`config.mk`:
```
export PLATFORM = sky130hd
export DESIGN_NAME = n_queens_solution_enumerator
export DESIGN_NICKNAME = d
export VERILOG_FILES = /design/src/hdl/nqse_pkg.sv /design/src/hdl/nqse_dp.sv /design/src/hdl/nqse_ctrl.sv /design/src/hdl/n_queens_solution_enumerator.sv
export SDC_FILE = /design/constraint.sdc
export NUM_CORES = 1
export LEC_CHECK = 0
export ABC_AREA = 1
export BUFFER_PORTS_ARGS = -buffer_cell sky130_fd_sc_hd__buf_4
export CAP_MARGIN = 10
export CORE_ASPECT_RATIO = 0.5
export CORE_MARGIN = 8
export CORE_UTILIZATION = 40
export DETAILED_ROUTE_END_ITERATION = 8
export HOLD_SLACK_MARGIN = 0.1
export PLACE_DENSITY = 0.65
export SLEW_MARGIN = 20
export SYNTH_ARGS = -nofsm -noshare
export SYNTH_HDL_FRONTEND = slang
export SYNTH_HIERARCHICAL = 1
export SYNTH_SLANG_ARGS = --single-unit
```
`constraint.sdc`:
```
create_clock -name clk -period 7.3 [get_ports clk]
set_input_delay 1.095 -clock clk [delete_from_list [all_inputs] [get_ports clk]]
set_output_delay 1.095 -clock clk [all_outputs]
set_load 0.01 [all_outputs]
```
`src/hdl/nqse_pkg.sv`:
```
// ----------------------------------------------------------------------------
// nqse_pkg
// Shared constants and types for the N-queens solution enumerator:
// board limits, controller-to-datapath commands and datapath status.
// ----------------------------------------------------------------------------
package nqse_pkg;

  localparam int MAX_QUEENS = 8;
  localparam int OUT_COLS   = 8;
  localparam int ROW_W      = (MAX_QUEENS > 1) ? $clog2(MAX_QUEENS) : 1;
  localparam int COL_W      = $clog2(MAX_QUEENS + 1);
  localparam int DIAG_W     = 2 * MAX_QUEENS - 1;
  localparam int DIAG_IDX_W = (DIAG_W > 1) ? $clog2(DIAG_W) : 1;
  localparam int SIZE_W     = 4;
  localparam int OUT_ROW_W  = 4;

  localparam logic [2:0] OP_NONE    = 3'd0;
  localparam logic [2:0] OP_START   = 3'd1;
  localparam logic [2:0] OP_CLEAR   = 3'd2;
  localparam logic [2:0] OP_POP     = 3'd3;
  localparam logic [2:0] OP_PLACE   = 3'd4;
  localparam logic [2:0] OP_ADVANCE = 3'd5;

  typedef struct packed {
    logic [2:0] op;
  } cmd_t;

  typedef struct packed {
    logic col_full;
    logic row_over;
    logic col_zero;
    logic safe;
  } status_t;

endpackage

```
`src/hdl/nqse_dp.sv`:
```
// ----------------------------------------------------------------------------
// nqse_dp
// Search datapath: per-column queen stack, row and diagonal occupancy
// masks, column pointer and trial row. Executes one command per cycle.
// ----------------------------------------------------------------------------
module nqse_dp import nqse_pkg::*; (
  input  logic                                 clk,
  input  logic                                 rst,
  input  logic                                 cfg_wr_en,
  input  logic [SIZE_W-1:0]                    board_size,
  input  cmd_t                                 cmd,
  input  logic                                 show,
  output status_t                              status,
  output logic [OUT_COLS-1:0][OUT_ROW_W-1:0]   rows
);

  logic [SIZE_W-1:0] size_cfg;
  logic [COL_W-1:0]  size;
  logic [COL_W-1:0]  col;
  logic [COL_W-1:0]  try_row;
  logic [ROW_W-1:0]  queen_row [MAX_QUEENS];
  logic [MAX_QUEENS-1:0] rows_taken;
  logic [DIAG_W-1:0] down_taken;
  logic [DIAG_W-1:0] up_taken;

  logic [COL_W-1:0]      size_sat;
  logic [COL_W-1:0]      pop_col;
  logic [ROW_W-1:0]      pop_row;
  logic [ROW_W-1:0]      tog_row;
  logic [COL_W-1:0]      tog_col;
  logic [COL_W:0]        down_sum;
  logic [COL_W:0]        up_sum;
  logic [COL_W:0]        chk_down_sum;
  logic [COL_W:0]        chk_up_sum;
  logic [DIAG_IDX_W-1:0] tog_down;
  logic [DIAG_IDX_W-1:0] tog_up;
  logic [DIAG_IDX_W-1:0] chk_down;
  logic [DIAG_IDX_W-1:0] chk_up;
  logic                  toggle;

  function automatic logic board_size_zero(input logic [SIZE_W-1:0] v);
    return v == '0;
  endfunction

  always_comb begin
    if (board_size_zero(size_cfg)) begin
      size_sat = COL_W'(1);
    end else if ({1'b0, size_cfg} > (SIZE_W + 1)'(MAX_QUEENS)) begin
      size_sat = COL_W'(MAX_QUEENS);
    end else begin
      size_sat = COL_W'(size_cfg);
    end
  end

  assign pop_col = col - COL_W'(1);
  assign pop_row = queen_row[pop_col[ROW_W-1:0]];

  assign toggle  = (cmd.op == OP_POP) || (cmd.op == OP_PLACE);
  assign tog_row = (cmd.op == OP_POP) ? pop_row : try_row[ROW_W-1:0];
  assign tog_col = (cmd.op == OP_POP) ? pop_col : col;

  assign down_sum = (COL_W + 1)'(tog_row) + (COL_W + 1)'(MAX_QUEENS - 1)
                    - (COL_W + 1)'(tog_col);
  assign up_sum   = (COL_W + 1)'(tog_row) + (COL_W + 1)'(tog_col);
  assign tog_down = down_sum[DIAG_IDX_W-1:0];
  assign tog_up   = up_sum[DIAG_IDX_W-1:0];

  assign chk_down_sum = (COL_W + 1)'(try_row) + (COL_W + 1)'(MAX_QUEENS - 1)
                        - (COL_W + 1)'(col);
  assign chk_up_sum   = (COL_W + 1)'(try_row) + (COL_W + 1)'(col);
  assign chk_down     = chk_down_sum[DIAG_IDX_W-1:0];
  assign chk_up       = chk_up_sum[DIAG_IDX_W-1:0];

  assign status.col_full = col >= size;
  assign status.row_over = try_row >= size;
  assign status.col_zero = col == '0;
  assign status.safe     = !rows_taken[try_row[ROW_W-1:0]] &&
                           !down_taken[chk_down] && !up_taken[chk_up];

  always_ff @(posedge clk) begin
    if (rst) begin
      size_cfg <= SIZE_W'(MAX_QUEENS);
    end else if (cfg_wr_en) begin
      size_cfg <= board_size;
    end
  end

  always_ff @(posedge clk) begin
    if (rst) begin
      size       <= '0;
      col        <= '0;
      try_row    <= '0;
      rows_taken <= '0;
      down_taken <= '0;
      up_taken   <= '0;
      for (int i = 0; i < MAX_QUEENS; i++) begin
        queen_row[i] <= '0;
      end
    end else begin
      case (cmd.op)
        OP_START, OP_CLEAR: begin
          if (cmd.op == OP_START) begin
            size <= size_sat;
          end
          col        <= '0;
          try_row    <= '0;
          rows_taken <= '0;
          down_taken <= '0;
          up_taken   <= '0;
          for (int i = 0; i < MAX_QUEENS; i++) begin
            queen_row[i] <= '0;
          end
        end
        OP_POP: begin
          col     <= pop_col;
          try_row <= COL_W'(pop_row) + COL_W'(1);
        end
        OP_PLACE: begin
          queen_row[col[ROW_W-1:0]] <= try_row[ROW_W-1:0];
          col     <= col + COL_W'(1);
          try_row <= '0;
        end
        OP_ADVANCE: begin
          try_row <= try_row + COL_W'(1);
        end
        default: begin
        end
      endcase
      if (toggle) begin
        rows_taken[tog_row] <= ~rows_taken[tog_row];
        down_taken[tog_down] <= ~down_taken[tog_down];
        up_taken[tog_up]     <= ~up_taken[tog_up];
      end
    end
  end

  always_comb begin
    for (int c = 0; c < OUT_COLS; c++) begin
      rows[c] = '0;
      if (c < MAX_QUEENS) begin
        if (show && (COL_W'(c) < size)) begin
          rows[c] = OUT_ROW_W'(queen_row[c % MAX_QUEENS]) + OUT_ROW_W'(1);
        end
      end
    end
  end

endmodule

```
`src/hdl/nqse_ctrl.sv`:
```
// ----------------------------------------------------------------------------
// nqse_ctrl
// Search controller: takes requests, sequences backtracking steps on the
// datapath one per cycle, tracks the search phase and strobes the result.
// ----------------------------------------------------------------------------
module nqse_ctrl import nqse_pkg::*; (
  input  logic    clk,
  input  logic    rst,
  input  logic    start,
  input  logic    restart,
  input  status_t status,
  output cmd_t    cmd,
  output logic    busy,
  output logic    done,
  output logic    found
);

  localparam logic [1:0] ST_IDLE   = 2'd0;
  localparam logic [1:0] ST_SEARCH = 2'd1;
  localparam logic [1:0] ST_REPORT = 2'd2;

  localparam logic [1:0] PH_IDLE      = 2'd0;
  localparam logic [1:0] PH_HOLDING   = 2'd1;
  localparam logic [1:0] PH_EXHAUSTED = 2'd2;

  logic [1:0] state;
  logic [1:0] state_next;
  logic [1:0] phase;
  logic [1:0] phase_next;
  logic       hit;
  logic       hit_next;

  always_comb begin
    state_next = state;
    phase_next = phase;
    hit_next   = hit;
    cmd.op     = OP_NONE;
    case (state)
      ST_IDLE, ST_REPORT: begin
        state_next = ST_IDLE;
        if (start) begin
          if (restart || (phase == PH_IDLE)) begin
            cmd.op     = OP_START;
            state_next = ST_SEARCH;
          end else if (phase == PH_HOLDING) begin
            cmd.op     = OP_POP;
            state_next = ST_SEARCH;
          end else begin
            hit_next   = 1'b0;
            state_next = ST_REPORT;
          end
        end
      end
      ST_SEARCH: begin
        if (status.col_full) begin
          hit_next   = 1'b1;
          phase_next = PH_HOLDING;
          state_next = ST_REPORT;
        end else if (status.row_over) begin
          if (status.col_zero) begin
            hit_next   = 1'b0;
            phase_next = PH_EXHAUSTED;
            cmd.op     = OP_CLEAR;
            state_next = ST_REPORT;
          end else begin
            cmd.op = OP_POP;
          end
        end else if (status.safe) begin
          cmd.op = OP_PLACE;
        end else begin
          cmd.op = OP_ADVANCE;
        end
      end
      default: begin
        state_next = ST_IDLE;
      end
    endcase
  end

  always_ff @(posedge clk) begin
    if (rst) begin
      state <= ST_IDLE;
      phase <= PH_IDLE;
      hit   <= 1'b0;
    end else begin
      state <= state_next;
      phase <= phase_next;
      hit   <= hit_next;
    end
  end

  assign busy  = state == ST_SEARCH;
  assign done  = state == ST_REPORT;
  assign found = done && hit;

endmodule

```
`src/hdl/n_queens_solution_enumerator.sv`:
```
// One step (place, advance row, or pop a column) runs per cycle in the datapath.
// A new request is taken only while no search is in progress; start is ignored while busy.
// Without restart, a request made after the search is used up answers in the next cycle with found low.
// Synchronous active-high reset: board_size = 8, search idle; the receiver cannot stall.
// ----------------------------------------------------------------------------
// n_queens_solution_enumerator
// Backtracking N-queens enumerator: each item restarts the search or
// returns the next solution, if any, as 1-based rows per column.
// ----------------------------------------------------------------------------
module n_queens_solution_enumerator import nqse_pkg::*; (
  input  logic                 clk,
  input  logic                 rst,
  input  logic                 cfg_wr_en,
  input  logic [SIZE_W-1:0]    board_size,
  input  logic                 start,
  input  logic                 restart,
  output logic                 busy,
  output logic                 done,
  output logic                 found,
  output logic [OUT_ROW_W-1:0] row_col0,
  output logic [OUT_ROW_W-1:0] row_col1,
  output logic [OUT_ROW_W-1:0] row_col2,
  output logic [OUT_ROW_W-1:0] row_col3,
  output logic [OUT_ROW_W-1:0] row_col4,
  output logic [OUT_ROW_W-1:0] row_col5,
  output logic [OUT_ROW_W-1:0] row_col6,
  output logic [OUT_ROW_W-1:0] row_col7
);

  cmd_t    cmd;
  status_t status;
  logic [OUT_COLS-1:0][OUT_ROW_W-1:0] rows;

  nqse_ctrl u_ctrl (
    .clk     (clk),
    .rst     (rst),
    .start   (start),
    .restart (restart),
    .status  (status),
    .cmd     (cmd),
    .busy    (busy),
    .done    (done),
    .found   (found)
  );

  nqse_dp u_dp (
    .clk        (clk),
    .rst        (rst),
    .cfg_wr_en  (cfg_wr_en),
    .board_size (board_size),
    .cmd        (cmd),
    .show       (found),
    .status     (status),
    .rows       (rows)
  );

  assign row_col0 = rows[0];
  assign row_col1 = rows[1];
  assign row_col2 = rows[2];
  assign row_col3 = rows[3];
  assign row_col4 = rows[4];
  assign row_col5 = rows[5];
  assign row_col6 = rows[6];
  assign row_col7 = rows[7];

`ifndef SYNTHESIS
  a_accept_progress: assert property (@(posedge clk) disable iff (rst)
    start && !busy |=> busy || done)
    else $error("accepted item neither searching nor reporting");

  a_found_has_queen: assert property (@(posedge clk) disable iff (rst)
    found |-> row_col0 != '0)
    else $error("solution reported without a queen in column 0");

  a_miss_rows_zero: assert property (@(posedge clk) disable iff (rst)
    done && !found |-> row_col0 == '0 && row_col7 == '0)
    else $error("empty result carries queen rows");

  a_no_strobe_busy: assert property (@(posedge clk) disable iff (rst)
    busy |-> !done)
    else $error("result strobe while search in progress");
`endif

endmodule
```
==> reports/metrics.yaml, run 1 <==
synthesis:
  ys_types: 49
  ys_ff_latch: 83
  synth_fa_ha_area_share_pct: 8.36
  ys_warn_count: 6
  yosys.area.top_type: "dfxtp_1"
  synthMuxAreaShare_pct: 0.382
  synth_compound_area_share_pct: 17.3
  syn-num-nets: 915
  synth-simple-area-share_pct: 27.3
  syn_area_um2: 5900
  yosysTopAreaCellShare_pct: 20.0
  synth_area_leaders: "dfxtp_1, nand2_1, edfxtp_1"
  synth_seq_area_share_pct: 32.2
  synth_top_family_by_area: "simple AND/OR/NAND/NOR gates"
  synth_xor_area_share_pct: 3.10
  syn_area_per_cell_um2: 6.79
  syn_inst: 869
placed_design:
  port_buffers: 43
  place_congestion: 0.910
  hpwl_mm: 12.6
die:
  start_util_pct: 40.9
  dieHeight_um: 102
  die_x_um: 188
  io_pins: 44
  die-area_um2: 19100
  coreArea_um2: 14400
  row_count: 31
worst_hold_path:
  min_path_type: "reg -> reg"
clocking:
  root_buffer: "clkbuf_16"
  cts_tree: "yes"
  clkLatencyLatePin_ns: 0.34
  ctsHoldBuffers: 0
  cts_buffers: 9
  clock_sinks: 83
  cts_max_level: 3
  clk_pin_slew_ns: 0.07
  cts_resized: 0
  cts_setup_buffers: 0
  clk_path_buf_depth: 2
timing:
  report.final.hold_viol_count: 0
  slew_headroom_pct: 27.1
  worstMarginPinSlew_ns: 1.09
  slew_viol_final: 0
  period_share_pct: 86.2
  period_needed_ns: 6.29
  fin_worst_skew_ns: 0.00661
  fmax_mhz: 159
  setup_viol: 0
  rsz0062_at_grt: "false"
  holdWs_ns: 0.469
  setup_tns_ns: 0
setup_path:
  cp.required_ns: 7.57
  crit_arrival_ns: 6.56
  crit_path_max_incr_delay_ns: 0.57
  critPathCaptureType: "register"
  crit_slowest_cell: "dfxtp_1"
  startpoint_type: "register"
  path_common_cell: "inv_1"
  critPathKind: "reg -> reg"
  cp_max_fo: 15
routing:
  drt-wirelength-per-cell_um: 14.9
  vias: 5782
  detail-route-antenna-nets: 0
  viasPerCell: 5.23
  first_iter_violations: 530
  wl_mm: 16.5
  dr.pass1.iters: 5
  drc: 0
global_route:
  grt_start_max_net_pins: 34
  grt_pass1_wl_mm: 27.6
  grt_pass1_vias: 5557
  track_usage_pct: 17.4
  antenna_found_initial: 0
  grt_remaining_overflow: 0
pwr:
  cellPowerDensity_nw_per_um2: 167
  swShare_pct: 30.0
  power.clock.fraction_pct: 38.9
  max-vdd-ir-drop_mv: 0.105
  pwr-share-seq_pct: 45.5
  power_frac_comb_pct: 15.6
  p_int_w: 0.000776
  p_leak_nw: 2.88
  fin_total_pwr_w: 0.00111
  switchingPower_w: 0.000333
final_layout:
  n_antenna_cell: 0
  drive_gt1_share_pct: 9.80
  num-nets-final: 949
  area_growth_pct: 12.5
job:
  maxCapViolCount: 0
outcome:
  status: "complete, no violations"
flip-flops by register name, summed over array words and instances (netlist names):
register / cells
u_dp/col: 4
u_dp/try_row: 4
u_dp/size: 4
u_dp/size_cfg: 4
u_dp/up_taken: 15
u_dp/queen_row: 24
u_dp/down_taken: 15
u_ctrl/phase: 2
u_ctrl/hit: 1
u_dp/rows_taken: 8
u_ctrl/state: 2
synthesized netlist by cell type, drive strengths merged:
library cell	count
o2111ai	2
dfxtp	59
clkinv	1
nand3	48
o2bb2ai	2
ha	33
and3	1
nor2	118
mux2	2
o21ai	62
nand4	5
fa	4
a32oi	1
nand3b	2
o21a	3
nor4	8
a211oi	3
a21o	1
clkbuf	11
a31oi	19
o221ai	3
nand2	197
o211ai	6
o32ai	1
inv	141
xor2	8
or2	1
o31ai	2
o22ai	14
a22oi	4
a21oi	53
edfxtp	24
buf	13
xnor2	12
nor3	5
per-stage QoR:
stage	setup slack (ns)	instances	instance area (um^2)	util, %
floorplan	2.14	869	5900	-
global placement	1.22	1090	6360	44.1
detailed placement	1.09	1090	6360	44.1
CTS	1.04	1106	6640	46.0
global route	0.270	1106	6640	46.0
finish	1.01	1106	6640	46.0
kinds of logic (layout without fill, tap and decap cells):
logic type / after synthesis / after routing
xor+xnor: 20 / 20
flops: 83 / 83
simple gates: 385 / 385
compound gates: 176 / 176
mux: 2 / 2
fa+ha+maj: 37 / 37
buf+inv: 166 / 205
power groups by stage:
stage | Combinational [W] | Sequential [W] | Clock, W
final | 0.000173 | 0.000505 | 0.000432
after global routing | 0.000194 | 0.000507 | 0.000461
after CTS | 0.000171 | 0.000505 | 0.000440
after detailed placement | 0.000169 | 0.000515 | 0
after global placement | 0.000168 | 0.000515 | 0
after floorplan | 0.000129 | 0.000510 | 0
layout by cell type, fill, tap and decap left out, types with 2 or more instances in the layout:
master and n:
o22ai_1 14, inv_1 134, nor2_2 2, a22oi_1 4, o221ai_1 3, xnor2_1 12
o21a_1 3, xor2_1 7, ha_1 33, o21ai_2 2, a31oi_1 19, o211ai_1 6
inv_2 6, mux2_2 2, inv_6 3, nand3_1 47, nor2_4 4, nand2_1 195
buf_4 47, a21oi_2 2, nand4_1 5, nand2_2 2, fa_1 4, a211oi_1 3
o21ai_0 59, clkinvlp_4 2, nor4_1 8, clkbuf_16 9, nor3_1 4, nor2_1 112
o2111ai_1 2, clkinv_2 2, o2bb2ai_1 2, nand3b_1 2, edfxtp_1 24, o31ai_1 2
dfxtp_1 59, a21oi_1 51
metal layers:
metal,global-route usage [%],wire length (um),share of wire [%]
met2,27.7,7290,44
met3,3.81,1180,7.1
met4,6.62,289,1.7
met1,23.1,7770,47
met5,0,0,0
cell type report:
cell class / instances / area [um^2]
Inverter: 142 / 536
Fill cell: 1500 / 7790
Multi-Input combinational cell: 620 / 3320
Sequential cell: 83 / 1900
Timing Repair Buffer: 47 / 353
Tap cell: 198 / 248
Clock buffer: 9 / 225
Clock inverter: 7 / 51.3
critical path, delay by kind of cell, from the launching register on:
| family | cells | cell delay [ns] |
|---|---|---|
| buf+inv | 7 | 0.83 |
| flops | 1 | 0.57 |
| simple gates | 8 | 1.23 |
| compound gates | 9 | 1.74 |
| fa+ha+maj | 5 | 1.85 |
final timing paths:
kind	from	end	slack (ns)	cells past startpoint
hold / removal	u_dp/down_taken[4]	u_dp/down_taken[4]	0.47	2
setup reg to reg	u_dp/col[1]	u_dp/down_taken[3]	1.01	29
hold reg to reg	u_dp/down_taken[4]	u_dp/down_taken[4]	0.47	2
setup / recovery	u_dp/col[1]	u_dp/down_taken[3]	1.01	29
No activity file was read; power rests on OpenSTA's default activity.
==> inputs of run 2 (changes only) <==
--- a/config.mk
+++ b/config.mk
@@ -14,6 +14,7 @@
 export DETAILED_ROUTE_END_ITERATION = 8
 export HOLD_SLACK_MARGIN = 0.1
 export PLACE_DENSITY = 0.65
+export RECOVER_POWER = 25
 export SLEW_MARGIN = 20
 export SYNTH_ARGS = -nofsm -noshare
 export SYNTH_HDL_FRONTEND = slang
==> constraint.sdc (replaced) <==
create_clock -name clk -period 6.7 [get_ports clk]
set_input_delay 1.005 -clock clk [delete_from_list [all_inputs] [get_ports clk]]
set_output_delay 1.005 -clock clk [all_outputs]
set_load 0.01 [all_outputs]
==> run 2 against run 1 <==
  * Fmax up 5.3%
  * Worst setup slack worse by 0.28 ns
  * Largest cell class unchanged
  * Hold slack lost 0.0083 ns
  * Die area stayed put
  * Global-route usage is essentially flat
  * Combinational power up 8%
==> reports/metrics.yaml, run 2 (synthesis gave the netlist of run 1 again) <==
outcome:
  status: "complete, no violations"
setup_path:
  startpoint_type: "register"
  endpoint: "u_dp/down_taken[3]"
  crit_arrival_ns: 6.24  # -0.32 ns
  crit_path_max_incr_delay_ns: 0.54  # -0.03 ns
  crit_start: "u_dp/col[0]"
  cp.buffers_inverters: 6  # -1
  critical-path-top-delay-family: "compound AO/OA/AOI/OAI gates"
  r2r-end: "u_dp/down_taken[3]"
  rr_startpoint: "u_dp/col[0]"
  reg2reg_slack_ns: 0.73  # -0.28 ns
  crit_slowest_cell: "dfxtp_2"
  cp_max_fo: 21  # +6
  worst_r2r_path_depth: 28  # -3.4%
  critPathCaptureType: "register"
  critPathKind: "reg -> reg"
  cp.depth: 28  # -3.4%
  cp.required_ns: 6.96  # -0.61 ns
timing:
  worstMarginPinSlew_ns: 1.32  # +0.228 ns
  fin_worst_skew_ns: 0.00915  # +0.00253 ns
  setup_tns_ns: 0  # unchanged
  period_share_pct: 89.1  # +3.0 points
  fmax_mhz: 167  # +5.3%
  holdWs_ns: 0.460  # -0.00831 ns
  report.final.hold_viol_count: 0  # unchanged
  setup_viol: 0  # unchanged
  slew_viol_final: 0  # unchanged
  slew_headroom_pct: 12.1  # -15 points
  period_needed_ns: 5.97  # -0.319 ns
  rsz0062_at_grt: "false"
clocking:
  clkLatencyLatePin_ns: 0.34  # about the same
  cts_buffers: 9  # unchanged
  clk_path_buf_depth: 2  # unchanged
  clk_pin_slew_ns: 0.06  # about the same
  cts_setup_buffers: 0  # unchanged
  cts_max_level: 3  # unchanged
  ctsHoldBuffers: 0  # unchanged
  cts_tree: "yes"
  clock_sinks: 83  # unchanged
  root_buffer: "clkbuf_16"
die:
  die_x_um: 188  # unchanged
  coreArea_um2: 14400  # unchanged
  dieHeight_um: 102  # unchanged
  io_pins: 44  # unchanged
  start_util_pct: 40.9  # unchanged
  row_count: 31  # unchanged
  die-area_um2: 19100  # unchanged
global_route:
  track_usage_pct: 17.5  # +0.041 points
  grt_remaining_overflow: 0  # unchanged
  grt_start_max_net_pins: 34  # unchanged
  grt_pass1_wl_mm: 27.6  # -0.10%
  grt_pass1_vias: 5509  # -0.86%
  antenna_found_initial: 0  # unchanged
routing:
  drt-wirelength-per-cell_um: 15.0  # +0.30%
  maxUsedRoutingLayer: "met4"
  drc: 0  # unchanged
  viasPerCell: 5.19  # -0.65%
  wl_met3_mm: 1.03  # -12%
  dr.pass1.iters: 5  # unchanged
  first_iter_violations: 486  # -8.3%
  wl_met1_mm: 8.03  # +3.3%
  wl_mm: 16.6  # +0.57%
  wl_met2_mm: 7.27  # -0.34%
  detail-route-antenna-nets: 0  # unchanged
  vias: 5760  # -0.38%
final_layout:
  drive_gt1_share_pct: 7.03  # -2.8 points
  final_core_util_pct: 45.4  # -0.60 points
  top_regs: "u_dp/queen_row (24), u_dp/down_taken (15), u_dp/up_taken (15)"
  area_growth_pct: 11.1
  largest_reg_flops: 24  # unchanged
  n_antenna_cell: 0  # unchanged
  final_common_cell: "nand2_1"
  largest-register: "u_dp/queen_row"
  num-nets-final: 952  # +0.32%
  final_cell_mix: "nand2_1, inv_1, nor2_1"
  finalInstanceArea_um2: 6550  # -1.3%
pwr:
  p_leak_nw: 2.79  # -3.1%
  max-vdd-ir-drop_mv: 0.121  # +16%
  cellPowerDensity_nw_per_um2: 184  # +10%
job:
  maxCapViolCount: 0  # unchanged
placed_design:
  hpwl_mm: 12.7  # +0.87%
  placed_area_um2: 6380  # +0.35%
  place_congestion: 0.913  # +0.35%
  port_buffers: 43  # unchanged
worst_hold_path:
  min_path_type: "reg -> reg"
==> run 2: cell types whose count changed in the layout (fill, tap and decap cells not counted), moves of 2 or more <==
cell	previous run	this run
nor2_1	112	114
buf_4	47	25
nor2_4	4	2
clkbuf_1	0	25
==> run 2: layer usage <==
metal | GRT usage (%) | up-vias
met3 | 3.92 | 25
met2 | 27.7 | 198
met1 | 23.2 | 2621
li1 | - | 2916
met4 | 6.38 | 0
met5 | 0 | -
==> run 2: through the flow <==
step	setup WS, ns	std cells	power, W
6_report	0.728	1109	0.00121
5_1_grt	0.0949	1109	0.00126
4_1_cts	0.438	1109	0.00122
3_5_place_dp	0.441	1093	0.000746
3_3_place_gp	0.692	1093	0.000745
2_1_floorplan	1.54	869	0.000696
==> run 2: report_power, final <==
part           leakage [nW]  total [W]  internal, W  switching (W)
clock                 0.133   0.000472     0.000254       0.000218
combinational          1.92   0.000187    0.0000558       0.000131
sequential            0.741   0.000549     0.000535      0.0000133
==> run 2: cell type report <==
type | count | area (um^2)
Fill cell | 1528 | 7880
Timing Repair Buffer | 50 | 282
Tap cell | 198 | 248
Clock inverter | 7 | 51.3
Multi-Input combinational cell | 620 | 3310
Inverter | 142 | 536
Sequential cell | 83 | 1900
Clock buffer | 9 | 225
==> run 2: worst register-to-register path, delay by kind of cell, from the launching register on <==
family	cells	cell delay, ns
XOR/XNOR	1	0.35
buffers and inverters	6	0.75
AND/OR/NAND/NOR	7	1.08
flip-flops	1	0.54
adder cells (fa/ha/maj)	5	1.59
AO/OA/AOI/OAI	9	1.63
==> run 2: how the worst min path moves through the flow <==
stage | from | to | slack, ns | cells past startpoint
global placement | u_dp/size_cfg[0] | u_dp/size_cfg[0] | 0.44 | 2
floorplan | u_dp/size_cfg[0] | u_dp/size_cfg[0] | 0.43 | 2
detailed placement | u_dp/down_taken[4] | u_dp/down_taken[4] | 0.45 | 2
global route | u_dp/down_taken[2] | u_dp/down_taken[2] | 0.49 | 2
finish | u_dp/size_cfg[0] | u_dp/size_cfg[0] | 0.46 | 2
CTS | u_dp/down_taken[4] | u_dp/down_taken[4] | 0.46 | 2
==> run 2: timing repair <==
| action | in CTS | in global routing |
|---|---|---|
| setup endpoints to repair | 0 | 30 |
| gates resized for setup | 0 | 2 |
| hold endpoints to repair | 0 | 0 |
==> inputs of run 3 (changes only) <==
--- a/config.mk
+++ b/config.mk
@@ -15,6 +15,7 @@
 export HOLD_SLACK_MARGIN = 0.1
 export PLACE_DENSITY = 0.65
 export RECOVER_POWER = 25
+export REMOVE_ABC_BUFFERS = 1
 export SLEW_MARGIN = 20
 export SYNTH_ARGS = -nofsm -noshare
 export SYNTH_HDL_FRONTEND = slang
==> run 3 against run 2 <==
  * Critical endpoint is now u_dp/down_taken[0]
  * Final area rose by 0.52%
  * Highest routed layer unchanged
  * Routed wire length fell by 1.9%
  * Global-route usage fell by 0.52 points
==> reports/metrics.yaml, run 3 (synthesis gave the netlist of run 1 again) <==
pwr:
  max-vdd-ir-drop_mv: 0.113  # -7.1%
  cellPowerDensity_nw_per_um2: 187  # +1.4%
  p_leak_nw: 2.82  # +0.84%
setup_path:
  reg2reg_slack_ns: 0.66  # -0.07 ns
  critPathCaptureType: "register"
  crit_slowest_cell: "dfxtp_2"
  crit_path_max_incr_delay_ns: 0.54  # about the same
  startpoint_type: "register"
  cp.required_ns: 6.97  # about the same
  crit_start: "u_dp/col[0]"
  worst_r2r_path_depth: 28  # unchanged
  rr_startpoint: "u_dp/col[0]"
  crit_arrival_ns: 6.31  # +0.07 ns
  cp_max_fo: 21  # unchanged
  r2r-end: "u_dp/down_taken[0]"
  endpoint: "u_dp/down_taken[0]"
  critPathKind: "reg -> reg"
final_layout:
  final_common_cell: "nand2_1"
  finalInstanceArea_um2: 6590  # +0.52%
  drive_gt1_share_pct: 7.02  # -0.0077 points
  n_antenna_cell: 0  # unchanged
  num-nets-final: 953  # +0.11%
  fillCellCount: 1482  # -3.0%
  top_regs: "u_dp/queen_row (24), u_dp/down_taken (15), u_dp/up_taken (15)"
  area_growth_pct: 11.6
  final_cell_mix: "nand2_1, inv_1, nor2_1"
  largest-register: "u_dp/queen_row"
  largest_reg_flops: 24  # unchanged
timing:
  setup_tns_ns: 0  # unchanged
  worstMarginPinSlew_ns: 1.12  # -0.202 ns
  slew_headroom_pct: 25.6  # +13 points
  period_share_pct: 90.2  # +1.1 points
  fmax_mhz: 165  # -1.2%
  fin_worst_skew_ns: 0.00682  # -0.00232 ns
  slew_viol_final: 0  # unchanged
  setup_viol: 0  # unchanged
  rsz0062_at_grt: "false"
  report.final.hold_viol_count: 0  # unchanged
  period_needed_ns: 6.04  # +0.0723 ns
placed_design:
  port_buffers: 43  # unchanged
  hpwl_mm: 12.4  # -2.3%
  placed_area_um2: 6390  # +0.12%
  place_congestion: 0.909  # -0.51%
die:
  dieHeight_um: 102  # unchanged
  die-area_um2: 19100  # unchanged
  coreArea_um2: 14400  # unchanged
  row_count: 31  # unchanged
  start_util_pct: 40.9  # unchanged
  die_x_um: 188  # unchanged
  io_pins: 44  # unchanged
worst_hold_path:
  hold_depth: 2  # unchanged
  min-delay-start: "u_dp/size_cfg[0]"
  min_path_type: "reg -> reg"
clocking:
  clk_path_buf_depth: 2  # unchanged
  cts_tree: "yes"
  cts_buffers: 9  # unchanged
  clk_pin_slew_ns: 0.06  # about the same
  ctsHoldBuffers: 0  # unchanged
  root_buffer: "clkbuf_16"
  clock_sinks: 83  # unchanged
  clkLatencyLatePin_ns: 0.34  # about the same
  cts_max_level: 3  # unchanged
global_route:
  antenna_found_initial: 0  # unchanged
  grt_start_max_net_pins: 34  # unchanged
  track_usage_pct: 17.0  # -0.52 points
  grt_pass1_vias: 5421  # -1.6%
  grt_remaining_overflow: 0  # unchanged
  grt_pass1_wl_mm: 26.6  # -3.3%
routing:
  drc: 0  # unchanged
  first_iter_violations: 455  # -6.4%
  dr.pass1.iters: 6  # +1
  viasPerCell: 5.24  # +0.90%
  detail-route-antenna-nets: 0  # unchanged
  drt-wirelength-per-cell_um: 14.7  # -2.0%
  vias: 5817  # +0.99%
  wl_mm: 16.3  # -1.9%
outcome:
  status: "complete, no violations"
job:
  maxCapViolCount: 0  # unchanged
[run 3: cell count changes in the layout (fill, tap and decap cells not counted), sizes merged]
cell | before | now
buf | 25 | 27
bufinv | 0 | 1
clkbuf | 34 | 35
clkinv | 3 | 5
clkinvlp | 2 | 0
inv | 144 | 141
[run 3: worst min-delay path by stage]
stage | endpoint | slack [ns]
final | u_dp/size_cfg[0] | 0.47
after global routing | u_dp/size_cfg[3] | 0.49
after CTS | u_dp/size_cfg[0] | 0.46
after detailed placement | u_dp/size_cfg[0] | 0.45
after global placement | u_dp/size_cfg[0] | 0.44
after floorplan | u_dp/size_cfg[3] | 0.43
[run 3: metrics by stage]
stage                     instances  utilization [%]  total power, W  worst slack (ns)  hold WS [ns]
after floorplan                 845                -        0.000688              1.39         0.430
after global placement         1094             44.3        0.000743             0.679         0.443
after detailed placement       1094             44.3        0.000746             0.463         0.451
after CTS                      1110             46.3         0.00125             0.446         0.460
after global routing           1110             45.6         0.00129           0.00698         0.494
final                          1110             45.6         0.00123             0.656         0.466
[run 3: routing by layer]
metal  global-route usage, %  share of wire, %  vias to the layer above
met5                       0                 0                        -
met4                    6.92               2.4                        0
met3                    3.54               7.2                       44
met2                    26.7                43                      224
met1                    22.6                48                     2621
li1                        -                 -                     2928
[run 3: report_power, final]
| part | internal, W | switching [W] |
|---|---|---|
| Clock | 0.000297 | 0.000199 |
| Combinational | 0.0000565 | 0.000130 |
| Sequential | 0.000536 | 0.0000129 |
| Total | 0.000889 | 0.000342 |
[run 3: cell type report]
| cell class | instances | area, um^2 | area share, % |
|---|---|---|---|
| flip-flops and latches | 83 | 1900 | 28.9 |
| multi-input cells | 620 | 3310 | 50.3 |
| clock inverters | 5 | 52.6 | 0.798 |
| well taps | 198 | 248 | 3.76 |
| repair buffers | 51 | 293 | 4.45 |
| inverters | 142 | 536 | 8.13 |
| clock buffers | 11 | 243 | 3.69 |
[run 3: what timing repair did]
item / CTS / global route
endpoints found under the setup margin: 0 / 30
gates resized for setup: 0 / 1
setup buffers: 0 / 0
[run 3: critical path: cells and delay by family (launching register included)]
kind                       cells  cell delay, ns
AOI/OAI and AO/OA              9            1.68
adders and majority gates      5            1.58
and+or+nand+nor                7            1.11
buffers and inverters          6            0.71
DFF                            1            0.54
xor gates and xnor gates       1            0.35
